===== config.mk =====
export PLATFORM = sky130hd
export DESIGN_NAME = beacon_frame_builder
export DESIGN_NICKNAME = d
export VERILOG_FILES = /design/src/hdl/bfb_pkg.sv /design/src/hdl/beacon_frame_builder.sv /design/src/hdl/bfb_cfg_regs.sv /design/src/hdl/bfb_word_builder.sv
export SDC_FILE = /design/constraint.sdc
export NUM_CORES = 1
export LEC_CHECK = 0
export BUFFER_PORTS_ARGS = -buffer_cell sky130_fd_sc_hd__buf_2
export CAP_MARGIN = 20
export CORE_UTILIZATION = 55
export CTS_CLUSTER_DIAMETER = 120
export DETAILED_ROUTE_END_ITERATION = 6
export GPL_TIMING_DRIVEN = 0
export PLACE_DENSITY_LB_ADDON = 0.2
export REMOVE_ABC_BUFFERS = 1
export SLEW_MARGIN = 5
export SYNTH_ARGS = -nofsm -noshare
export SYNTH_HDL_FRONTEND = slang
export SYNTH_HIERARCHICAL = 1
export SYNTH_SLANG_ARGS = --single-unit

===== constraint.sdc =====
create_clock -name clk -period 6.2 [get_ports clk]
set_clock_uncertainty 0.15 [all_clocks]
set_input_delay 0.31 -clock clk [delete_from_list [all_inputs] [get_ports clk]]
set_output_delay 0.31 -clock clk [all_outputs]
set_load 0.01 [all_outputs]

===== src/hdl/bfb_pkg.sv =====
// ----------------------------------------------------------------------------
// bfb_pkg
// shared types and constants of the beacon frame builder
// ----------------------------------------------------------------------------
`default_nettype none

package bfb_pkg;

  localparam int MAX_SSID_BYTES_DEFAULT = 32;
  localparam int SSID_REGS   = 4;
  localparam int HDR_BYTES   = 38;
  localparam int FRAME_WORDS = 9;
  localparam int FRAME_BITS  = FRAME_WORDS * 64;
  localparam int WIDX_W      = 4;
  localparam int CFG_IDX_W   = 3;

  localparam logic [7:0]  FC_BEACON       = 8'h80;
  localparam logic [47:0] BCAST_ADDR      = 48'hFFFF_FFFF_FFFF;
  localparam logic [7:0]  BEACON_INTERVAL = 8'h64;
  localparam logic [7:0]  CAPABILITY_INFO = 8'h01;
  localparam logic [7:0]  SSID_ELEM_ID    = 8'h00;

  typedef enum logic [CFG_IDX_W-1:0] {
    REG_BSSID        = 3'd0,
    REG_SSID_LENGTH  = 3'd1,
    REG_SSID_0_7     = 3'd2,
    REG_SSID_8_15    = 3'd3,
    REG_SSID_16_23   = 3'd4,
    REG_SSID_24_31   = 3'd5
  } bfb_reg_e;

  typedef struct packed {
    logic [47:0]                  bssid;
    logic [5:0]                   ssid_length;
    logic [SSID_REGS-1:0][63:0]   ssid;
  } bfb_cfg_t;

  typedef struct packed {
    logic [63:0] frame_word;
    logic [3:0]  valid_bytes;
    logic        last_word;
    logic [6:0]  frame_length;
  } bfb_word_t;

endpackage

`default_nettype wire


===== src/hdl/beacon_frame_builder.sv =====
// ----------------------------------------------------------------------------
// beacon_frame_builder
// one 802.11 beacon per timestamp beat, streamed as little-endian 64-bit words
// ----------------------------------------------------------------------------
// path: each input beat enters the job register, and its words then enter the output register
// throughput: one word per cycle unless the output stalls, a beacon is 5 to 9 words (38 +
//   ssid length bytes), the word sequencer sets the rate; the next input beat is taken
//   in the cycle its predecessor's last word enters the output register
// reset: synchronous, clears the configuration, the sequence counter, the
//   word index and both valids; data registers are not reset
`default_nettype none

module beacon_frame_builder #(
  parameter int MAX_SSID_BYTES = bfb_pkg::MAX_SSID_BYTES_DEFAULT
) (
  input  wire logic                           clk,
  input  wire logic                           rst,
  // input stream
  input  wire logic                           s_axis_tvalid,
  output logic                                s_axis_tready,
  input  wire logic [63:0]                    s_axis_tdata,  // timestamp_us
  // output stream
  output logic                                m_axis_tvalid,
  input  wire logic                           m_axis_tready,
  output logic [79:0]                         m_axis_tdata,  // frame_word[63:0],
                                                             // valid_bytes[67:64],
                                                             // frame_length[74:68],
                                                             // zero pad[79:75]
  output logic                                m_axis_tlast,  // last_word
  // configuration writes
  input  wire logic                           cfg_we,
  input  wire logic [bfb_pkg::CFG_IDX_W-1:0]  cfg_index,
  input  wire logic [63:0]                    cfg_wdata
);
  import bfb_pkg::*;

  bfb_cfg_t           cfg;
  bfb_word_t          word;

  // frame job register: one beacon being walked word by word
  logic               job_valid;
  logic [63:0]        job_ts;
  logic [11:0]        job_seq;
  logic [WIDX_W-1:0]  word_idx;
  logic [11:0]        seq;

  logic               in_fire;
  logic               out_load;
  logic               job_done;

  bfb_cfg_regs #(
    .MAX_SSID_BYTES (MAX_SSID_BYTES)
  ) u_cfg (
    .clk       (clk),
    .rst       (rst),
    .cfg_we    (cfg_we),
    .cfg_index (cfg_index),
    .cfg_wdata (cfg_wdata),
    .cfg       (cfg)
  );

  bfb_word_builder u_word (
    .cfg          (cfg),
    .timestamp_us (job_ts),
    .seq          (job_seq),
    .word_idx     (word_idx),
    .word         (word)
  );

  // output register loads while a beacon is in progress and it is empty or its beat is being taken
  assign out_load      = job_valid && (!m_axis_tvalid || m_axis_tready);
  assign job_done      = out_load && word.last_word;
  assign s_axis_tready = !job_valid || job_done;
  assign in_fire       = s_axis_tvalid && s_axis_tready;

  always_ff @(posedge clk) begin
    if (rst) begin
      job_valid <= 1'b0;
      word_idx  <= '0;
      seq       <= '0;
    end else if (in_fire) begin
      job_valid <= 1'b1;
      word_idx  <= '0;
      seq       <= seq + 12'd1;  // wraps after 4095
    end else if (job_done) begin
      job_valid <= 1'b0;
    end else if (out_load) begin
      word_idx  <= word_idx + WIDX_W'(1);
    end
  end

  // beacon carries the count held before its beat
  always_ff @(posedge clk) begin
    if (in_fire) begin
      job_ts  <= s_axis_tdata;
      job_seq <= seq;
    end
  end

  always_ff @(posedge clk) begin
    if (rst) begin
      m_axis_tvalid <= 1'b0;
    end else if (out_load) begin
      m_axis_tvalid <= 1'b1;
    end else if (m_axis_tready) begin
      m_axis_tvalid <= 1'b0;
    end
  end

  always_ff @(posedge clk) begin
    if (out_load) begin
      m_axis_tdata <= {5'b00000, word.frame_length, word.valid_bytes, word.frame_word};
      m_axis_tlast <= word.last_word;
    end
  end

  // sequence counter steps once per accepted beacon
  a_seq_step: assert property (@(posedge clk) disable iff (rst)
    in_fire |=> seq == $past(seq) + 12'd1)
    else $error("sequence counter did not advance");

  // only the final word of a beacon may be short
  a_short_last: assert property (@(posedge clk) disable iff (rst)
    m_axis_tvalid && (m_axis_tdata[67:64] != 4'd8) |-> m_axis_tlast)
    else $error("short word before end of frame");

  // a word carries between one and eight bytes
  a_valid_range: assert property (@(posedge clk) disable iff (rst)
    m_axis_tvalid |-> (m_axis_tdata[67:64] != 4'd0) && (m_axis_tdata[67:64] <= 4'd8))
    else $error("valid byte count out of range");

  // frame length stays within header plus maximum ssid
  a_len_range: assert property (@(posedge clk) disable iff (rst)
    m_axis_tvalid |-> (m_axis_tdata[74:68] >= 7'(HDR_BYTES)) &&
                      (m_axis_tdata[74:68] <= 7'(HDR_BYTES + MAX_SSID_BYTES)))
    else $error("frame length out of range");

  // word index holds while the output side stalls
  a_idx_hold: assert property (@(posedge clk) disable iff (rst)
    job_valid && !out_load && !in_fire |=> $stable(word_idx))
    else $error("word index moved during stall");

endmodule

`default_nettype wire


===== src/hdl/bfb_cfg_regs.sv =====
// ----------------------------------------------------------------------------
// bfb_cfg_regs
// configuration register file, ssid length saturates at the maximum
// ----------------------------------------------------------------------------
`default_nettype none

module bfb_cfg_regs #(
  parameter int MAX_SSID_BYTES = bfb_pkg::MAX_SSID_BYTES_DEFAULT
) (
  input  wire logic                           clk,
  input  wire logic                           rst,
  input  wire logic                           cfg_we,
  input  wire logic [bfb_pkg::CFG_IDX_W-1:0]  cfg_index,
  input  wire logic [63:0]                    cfg_wdata,
  output bfb_pkg::bfb_cfg_t                   cfg
);
  import bfb_pkg::*;

  logic [5:0] len_in;
  logic [5:0] len_sat;

  assign len_in  = cfg_wdata[5:0];
  assign len_sat = (len_in > 6'(MAX_SSID_BYTES)) ? 6'(MAX_SSID_BYTES) : len_in;

  always_ff @(posedge clk) begin
    if (rst) begin
      cfg <= '0;
    end else if (cfg_we) begin
      unique case (cfg_index)
        REG_BSSID:       cfg.bssid       <= cfg_wdata[47:0];
        REG_SSID_LENGTH: cfg.ssid_length <= len_sat;
        REG_SSID_0_7:    cfg.ssid[0]     <= cfg_wdata;
        REG_SSID_8_15:   cfg.ssid[1]     <= cfg_wdata;
        REG_SSID_16_23:  cfg.ssid[2]     <= cfg_wdata;
        REG_SSID_24_31:  cfg.ssid[3]     <= cfg_wdata;
        default: ;
      endcase
    end
  end

endmodule

`default_nettype wire


===== src/hdl/bfb_word_builder.sv =====
// ----------------------------------------------------------------------------
// bfb_word_builder
// lays out the beacon bytes and selects one 64-bit word of the frame
// ----------------------------------------------------------------------------
`default_nettype none

module bfb_word_builder (
  input  wire bfb_pkg::bfb_cfg_t             cfg,
  input  wire logic [63:0]                   timestamp_us,
  input  wire logic [11:0]                   seq,
  input  wire logic [bfb_pkg::WIDX_W-1:0]    word_idx,
  output bfb_pkg::bfb_word_t                 word
);
  import bfb_pkg::*;

  logic [FRAME_BITS-1:0]          frame;
  logic [SSID_REGS*64-1:0]        ssid_all;
  logic [FRAME_WORDS-1:0][63:0]   words;
  logic [6:0]                     len;
  logic [6:0]                     rem;
  logic [WIDX_W-1:0]              last_idx;

  assign ssid_all = cfg.ssid;
  assign words    = frame;

  always_comb begin
    frame = '0;
    frame[7:0]     = FC_BEACON;
    frame[79:32]   = BCAST_ADDR;
    frame[127:80]  = cfg.bssid;
    frame[175:128] = cfg.bssid;
    frame[191:176] = {seq, 4'h0};
    frame[255:192] = timestamp_us;
    frame[263:256] = BEACON_INTERVAL;
    frame[279:272] = CAPABILITY_INFO;
    frame[295:288] = SSID_ELEM_ID;
    frame[303:296] = {2'b00, cfg.ssid_length};
    // ssid bytes past the configured length stay zero
    for (int i = 0; i < SSID_REGS * 8; i++) begin
      if (6'(i) < cfg.ssid_length) begin
        frame[HDR_BYTES*8 + i*8 +: 8] = ssid_all[i*8 +: 8];
      end
    end
  end

  assign len      = 7'(HDR_BYTES) + {1'b0, cfg.ssid_length};
  assign last_idx = WIDX_W'((len - 7'd1) >> 3);
  assign rem      = len - {word_idx, 3'b000};

  always_comb begin
    word.frame_word   = (word_idx < WIDX_W'(FRAME_WORDS)) ? words[word_idx] : '0;
    word.valid_bytes  = (rem > 7'd8) ? 4'd8 : rem[3:0];
    word.last_word    = (word_idx == last_idx);
    word.frame_length = len;
  end

endmodule

`default_nettype wire

# After elaboration in Yosys (flattened, before gate mapping)
# Cells that the tools add are included.
[classes] n_addsub=5 magnitude_cmp=36 eq_ne=6 muxes=39 bitwise_logic=1 reduce_logical=18
[ops] operator="64-bit binary-select mux with 4-bit select" n=1
[ops] operator="8-bit 2-to-1 mux" n=32
[ops] operator="5-bit by 6-bit less-than comparator with 1-bit output (first input constant)" n=16
[ops] operator="64-bit 2-to-1 mux" n=1
[ops] operator="4-bit by 6-bit less-than comparator with 1-bit output (first input constant)" n=8
[ops] operator="3-bit by 6-bit less-than comparator with 1-bit output (first input constant)" n=4
[ops] operator="2-bit AND reduction" n=7
[ops] operator="12-bit by 1-bit adder with 12-bit output (second input constant)" n=1
[ops] operator="1-bit by 6-bit less-than comparator with 1-bit output (first input constant)" n=2
[ops] operator="2-bit by 6-bit less-than comparator with 1-bit output (first input constant)" n=2
[ops] operator="6-bit by 6-bit adder with 7-bit output (first input constant)" n=1
[ops] operator="7-bit by 4-bit > comparator with 1-bit output (second input constant)" n=1
[ops] operator="7-bit by 1-bit subtractor with 7-bit output (second input constant)" n=1
[ops] operator="7-bit subtractor" n=1
[ops] operator="3-bit by 2-bit == test with 1-bit output (second input constant)" n=2
[ops] operator="3-bit == test (second input constant)" n=2
[ops] operator="6-bit > comparator (second input constant)" n=1
[ops] operator="6-bit 2-to-1 mux" n=1
[ops] operator="4-bit by 5-bit less-than comparator with 1-bit output (second input constant)" n=1
[ops] operator="4-bit by 1-bit adder with 4-bit output (second input constant)" n=1
[ops] operator="4-bit == test" n=1
[ops] operator="4-bit less-than comparator (second input constant)" n=1
[ops] operator="1-bit 2-to-1 mux" n=4
[ops] operator="2-bit nonzero test" n=2
[ops] operator="7 further kinds" n=11
[word_totals] register_bits=480 input_bits=136 word_cells=121

# Logic depth before layout (Yosys ltp)
# Gate-level depths: netlist (run 1).
[depth] ltp_word=7 depth_mapped=16 ltp_nobuf=13

# Modules after synthesis
# Netlist (run 1), hierarchy kept.
[by_module_without_submodules] mod="bfb_cfg_regs" n_inst=1 cells_each=1084 area_each_um2=12181.7
[by_module_without_submodules] mod="beacon_frame_builder" n_inst=1 cells_each=258 area_each_um2=5456.5
[by_module_without_submodules] mod="bfb_word_builder" n_inst=1 cells_each=752 area_each_um2=4758.3

# Worst setup path before layout (run 1)
# No wires, ideal clock.
[synth_timing] path_kind="reg-to-reg" startpoint="register u_cfg/cfg[257] (netlist name)" endpoint="register job_seq[0] (enable)" t_arrival_ps=4192 required_ps=5185 path_slack_ps=993 stages_incl_launch_ff=14 synth_period_minus_slack_ps=5207 path_cell_list="dfxtp_1 buf_4 buf_4 inv_1 ha_1 xor2_1 nand2_1 o211a_1 a311oi_1 a2111oi_2 and2_1 a21oi_2 buf_2 clkinv_1"
[synth_lines] item="end signal, assigned" line_no="beacon_frame_builder.sv:96" text="job_seq <= seq;"
[synth_lines] item="end, declared" line_no="beacon_frame_builder.sv:43" text="logic [11:0] job_seq;"

==> metrics.csv, run 1 <==
metric;value;unit
vias in the first global route;17700;
TritonCTS clock tree;yes;
I/O Pins;219;
Vias per Instance;6.07;
Max stage delay on crit path;970;ps
number of distinct library cells after synthesis;83;
pre-CTS WS;694;ps
critical path class;reg -> reg;
post-synthesis cell count;2094;
hold slack;13.6;ps
setup bufs post-CTS;0;
Yosys warning count;6;
Slowest cell on crit path;dfxtp_1;
metal3 WL;4.34;mm
Most used DFF post-synth;dfxtp_1;
root buffer cell;clkbuf_16;
Slew @ Worst Pin;1170;ps
most common cell after layout, fill and taps aside;nand2b_1;
Rel. slew slack;22.2;%
status;finished clean;
maximum vdd drop;0.196;mV
core area;39900;um2
Max-cap violations;0;
Max Buffers Root-to-Sink;3;
Cell Area, Synth;22400;um2
# rows;73;
grt ovf;0;
post-DR wirelength/cell;23.2;um
syn_area_per_cell;10.7;um2
number of port buffers;213;
Area Overhead vs Synth;19.8;%
first-pass GRT wire length;103;mm
Worst-Skew Late Latency;600;ps
Post-CTS Hold Buffers;127;
Initial Util;56.1;%
fmax;178;MHz
Post-CTS Resized;0;
asr flop ratio synth;0;%
count of final setup violators;0;
TritonCTS Buffers;50;
clock sinks;480;
initial antenna violation count;0;
Setup TNS;0;ps
highest metal used;met4;
CP required;6500;ps
pin count of the biggest net entering global routing;202;
sequential fraction of the synthesis area;49.7;%
crit path time final;5620;ps
die area;41500;um2
diode count;0;
Final nets;2502;
Die Y;204;um
Cell Chain, Critical Path;inv_1 -> ha_1 -> xor2_1 -> nand2_1 -> o211a_1 -> a311oi_1 -> a2111oi_2 -> and2_1 -> a21oi_2 -> clkinv_4 -> xnor2_1 -> nor2_1;
synthesis-stage register bit count;480;
most frequent cells in the layout;378 x nand2b_1, 324 x dfxtp_1, 323 x mux2i_1, 213 x buf_2, 152 x edfxtp_1;
DRT iter0 DRCs;1611;
Critical Path Fanout Max;82;
Die Wd;204;um
EDFF count, synth;152;
static leakage;11.0;nW
RePlAce Congestion;0.844;
Final WS setup;581;ps
DR WL met2;31.9;mm
hold crit path type;in -> reg;
GRT Overall Usage;32.4;%
total routed wire length on the met1 layer;28.1;mm
Clk pin slew, worst setup/hold paths;60;ps
CP arrival;5920;ps
post-DP HPWL;41.9;mm
final hold violation count;0;
via count;17700;
ANT nets after route;0;
Worst Setup End Kind;register;
RSZ-0062 raised after global routing;no;
crit share post-route;90.6;%
drt total wl;67.9;mm
Worst Setup Start Kind;register;
DRC viols;0;
share of layout cells above drive strength 1;16.1;%
fin. max-slew vios;0;
H-tree depth;2;
power density over the cells;260;nW/um2
first drt pass iteration count;6;
worst reg-to-reg setup slack;580;ps
-- worst paths after layout --
kind             startpoint       endpoint  cells after the start
max          u_cfg/cfg[257]         seq[0]                     12
min           cfg_wdata[12]  u_cfg/cfg[76]                      3
max reg2reg  u_cfg/cfg[257]         seq[0]                     12
min reg2reg         seq[11]    job_seq[11]                      0
-- power breakdown --
part | total (mW) | internal [mW] | switching (mW)
Clock | 2.94 | 1.70 | 1.24
Combinational | 0.619 | 0.274 | 0.344
Sequential | 3.43 | 3.36 | 0.0659
-- area by class of cell --
class	instances	area, um2
inverters	40	156
repair buffers	374	2940
clock buffers	83	1480
flip-flops and latches	480	11100
multi-input cells	1411	10400
well taps	525	657
clock inverters	10	103
fillers	3059	13100
-- cells in the mapped netlist, types with 13 or more instances --
cell type | instances | area, um2
clkbuf_1 | 92 | 345
a31oi_1 | 28 | 175
buf_4 | 19 | 143
mux2_2 | 38 | 428
nor2_1 | 67 | 251
mux2i_1 | 323 | 3230
o31ai_1 | 16 | 120
a221oi_1 | 44 | 385
nand3_1 | 17 | 85.1
o21ai_0 | 32 | 160
buf_2 | 41 | 205
a21oi_1 | 122 | 611
a221o_1 | 13 | 130
edfxtp_1 | 152 | 4560
inv_1 | 37 | 139
nand2_1 | 76 | 285
o221ai_1 | 20 | 175
nor3_1 | 16 | 80.1
nand2b_1 | 379 | 2370
a211oi_1 | 14 | 105
dfxtp_1 | 328 | 6570
-- logic make-up (layout without fill, tap and decap cells) --
kind of cell / Yosys count / after routing / synth area share (%)
muxes: 361 / 361 / 16.3
and+or+nand+nor: 628 / 628 / 16.2
xor gates and xnor gates: 14 / 14 / 0.547
buffers and inverters: 207 / 507 / 4.37
AOI/OAI and AO/OA: 393 / 393 / 12.2
other: 1 / 5 / 0.0167
DFF: 480 / 480 / 49.7
adders and majority gates: 10 / 10 / 0.581
-- sequential cells by signal, indices dropped and copies added (netlist names) --
name / flops
job_seq: 12
job_ts: 64
job_valid: 1
m_axis_tdata: 75
m_axis_tlast: 1
m_axis_tvalid: 1
seq: 12
u_cfg/cfg: 310
word_idx: 4
-- metrics by stage --
step / utilization [%] / cells / instance area (um2) / total power, mW
after global placement: 58.4 / 2669 / 23300 / 4.06
after floorplan: - / 1931 / 21600 / 3.79
after global routing: 67.2 / 2923 / 26800 / 7.20
final: 67.2 / 2923 / 26800 / 6.99
after detailed placement: 60.0 / 2701 / 24000 / 4.04
after CTS: 67.2 / 2921 / 26800 / 7.01
-- metal layers --
| layer | global-route usage [%] | vias to the layer above |
|---|---|---|
| li1 | - | 8091 |
| met1 | 41.3 | 8692 |
| met2 | 53.2 | 763 |
| met3 | 4.27 | 187 |
| met4 | 17.6 | 0 |
| met5 | 0 | - |
-- critical path: cells and delay by family, from the launching register on --
kind                       cells  cell delay [ps]
and+or+nand+nor                3              510
xor gates and xnor gates       2              840
adders and majority gates      1              340
AOI/OAI and AO/OA              4             1480
DFF                            1              970
buffers and inverters          2             1110
(Power assumes the default switching activity.)
==> run 2, diff against run 1 <==
Settings changed: CAP_MARGIN 20 to 10, RECOVER_POWER from default to 100, SETUP_SLACK_MARGIN from default to 0.1.
==> metrics.csv, run 2 (same netlist as run 1, synthesis figures left out) <==
metric;value;unit
initial antenna violation count;0;
RSZ-0062 raised after global routing;no;
RePlAce Congestion;0.844;
placed cell area;23900;um2
number of port buffers;213;
root buffer cell;clkbuf_16;
Vias per Instance;6.11;
cell count of the worst reg-to-reg path;8;
WHS Path Cells;3;
power density over the cells;270;nW/um2
H-tree depth;2;
Initial Util;56.1;%
Finished Cell Area;26800;um2
Post-CTS Hold Buffers;126;
hold slack;31.0;ps
Final WS setup;623;ps
CP arrival;5620;ps
status;finished with violations;
Area Overhead vs Synth;19.5;%
Post-CTS Resized;0;
Final Power;7.24;mW
setup bufs post-CTS;0;
final core utilization;67.1;%
Worst Setup Start Kind;register;
core area;39900;um2
Setup TNS;0;ps
TritonCTS clock tree;yes;
pin count of the biggest net entering global routing;202;
R2R Path Start;u_cfg/cfg[259];
critical path class;reg -> reg;
post-DP HPWL;41.9;mm
Clk pin slew, worst setup/hold paths;60;ps
final hold violation count;0;
drt total wl;68.5;mm
vias in the first global route;17800;
dpl cells;2700;
DRC viols;2;
most common cell after layout, fill and taps aside;nand2b_1;
Max-cap violations;4;
clock sinks;480;
fin. max-slew vios;276;
via count;17800;
CP required;6240;ps
failing checks;design-rule violations, max-capacitance violations, max-slew violations;
first-pass GRT wire length;103;mm
end of the worst hold path;u_cfg/cfg[255];
diode count;0;
fmax;179;MHz
Rel. slew slack;-115;%
startpoint of the worst hold path;cfg_wdata[63];
static leakage;10.8;nW
die area;41500;um2
Worst Setup End Kind;register;
worst reg-to-reg setup slack;620;ps
post-DR wirelength/cell;23.5;um
DRT iter0 DRCs;1503;
Die Wd;204;um
share of layout cells above drive strength 1;12.7;%
crit share post-route;89.9;%
number of flip-flops in the largest register;310;
Worst-Skew Late Latency;590;ps
TritonCTS Buffers;50;
count of final setup violators;0;
crit path from;u_cfg/cfg[259];
first drt pass iteration count;7;
Slew @ Worst Pin;3230;ps
maximum vdd drop;0.227;mV
Top Registers;u_cfg/cfg (310), m_axis_tdata (75), job_ts (64);
most frequent cells in the layout;378 x nand2b_1, 324 x dfxtp_1, 323 x mux2i_1, 152 x edfxtp_1, 129 x buf_2;
Final nets;2498;
Top reg by flops;u_cfg/cfg;
Critical Path Fanout Max;82;
Die Y;204;um
fin cells;2920;
I/O Pins;219;
pre-CTS WS;683;ps
# rows;73;
RR Endpoint;job_ts[37];
Max Buffers Root-to-Sink;3;
fillers;3071;
ANT nets after route;0;
hold crit path type;in -> reg;
GRT Overall Usage;32.5;%
grt ovf;0;
crit path time final;5580;ps
## run 2: worst max path at each step
stage,end,slack (ps),cells after the start
2_1_floorplan,job_seq[0],-1390,6
3_3_place_gp,seq[0],-6440,8
3_5_place_dp,seq[0],680,12
4_1_cts,seq[0],650,12
5_1_grt,m_axis_tdata[11],340,4
6_report,job_ts[37],620,8
## run 2: area by class of cell
cell class	count	area (um2)	area share, %
Sequential cell	480	11100	41.6
Multi-Input combinational cell	1411	10300	38.6
Timing Repair Buffer	370	2720	10.2
Clock buffer	73	1470	5.50
Tap cell	525	657	2.45
Clock inverter	21	278	1.04
Inverter	40	154	0.575
## run 2: worst max-delay path, stage by stage, from the launching register on
cell and delay, ps:
dfxtp_1 1050, o21ai_0 470, xnor2_1 650, a31oi_1 70
or3_1 350, a2111oi_2 900, and2_0 250, a21oi_2 230
inv_4 880
## run 2: per-layer routing
layer | part of all wire (%) | GRT usage, % | up-vias
met1 | 41 | 41.8 | 8793
met5 | 0 | 0 | -
li1 | - | - | 8092
met2 | 47 | 53.5 | 764
met4 | 5.3 | 17.3 | 0
met3 | 6.5 | 3.93 | 192
## run 2: report_power, final
group	switching, mW	internal (mW)
Clock	1.26	1.93
Sequential	0.0687	3.37
Combinational	0.344	0.263
Total	1.68	5.56
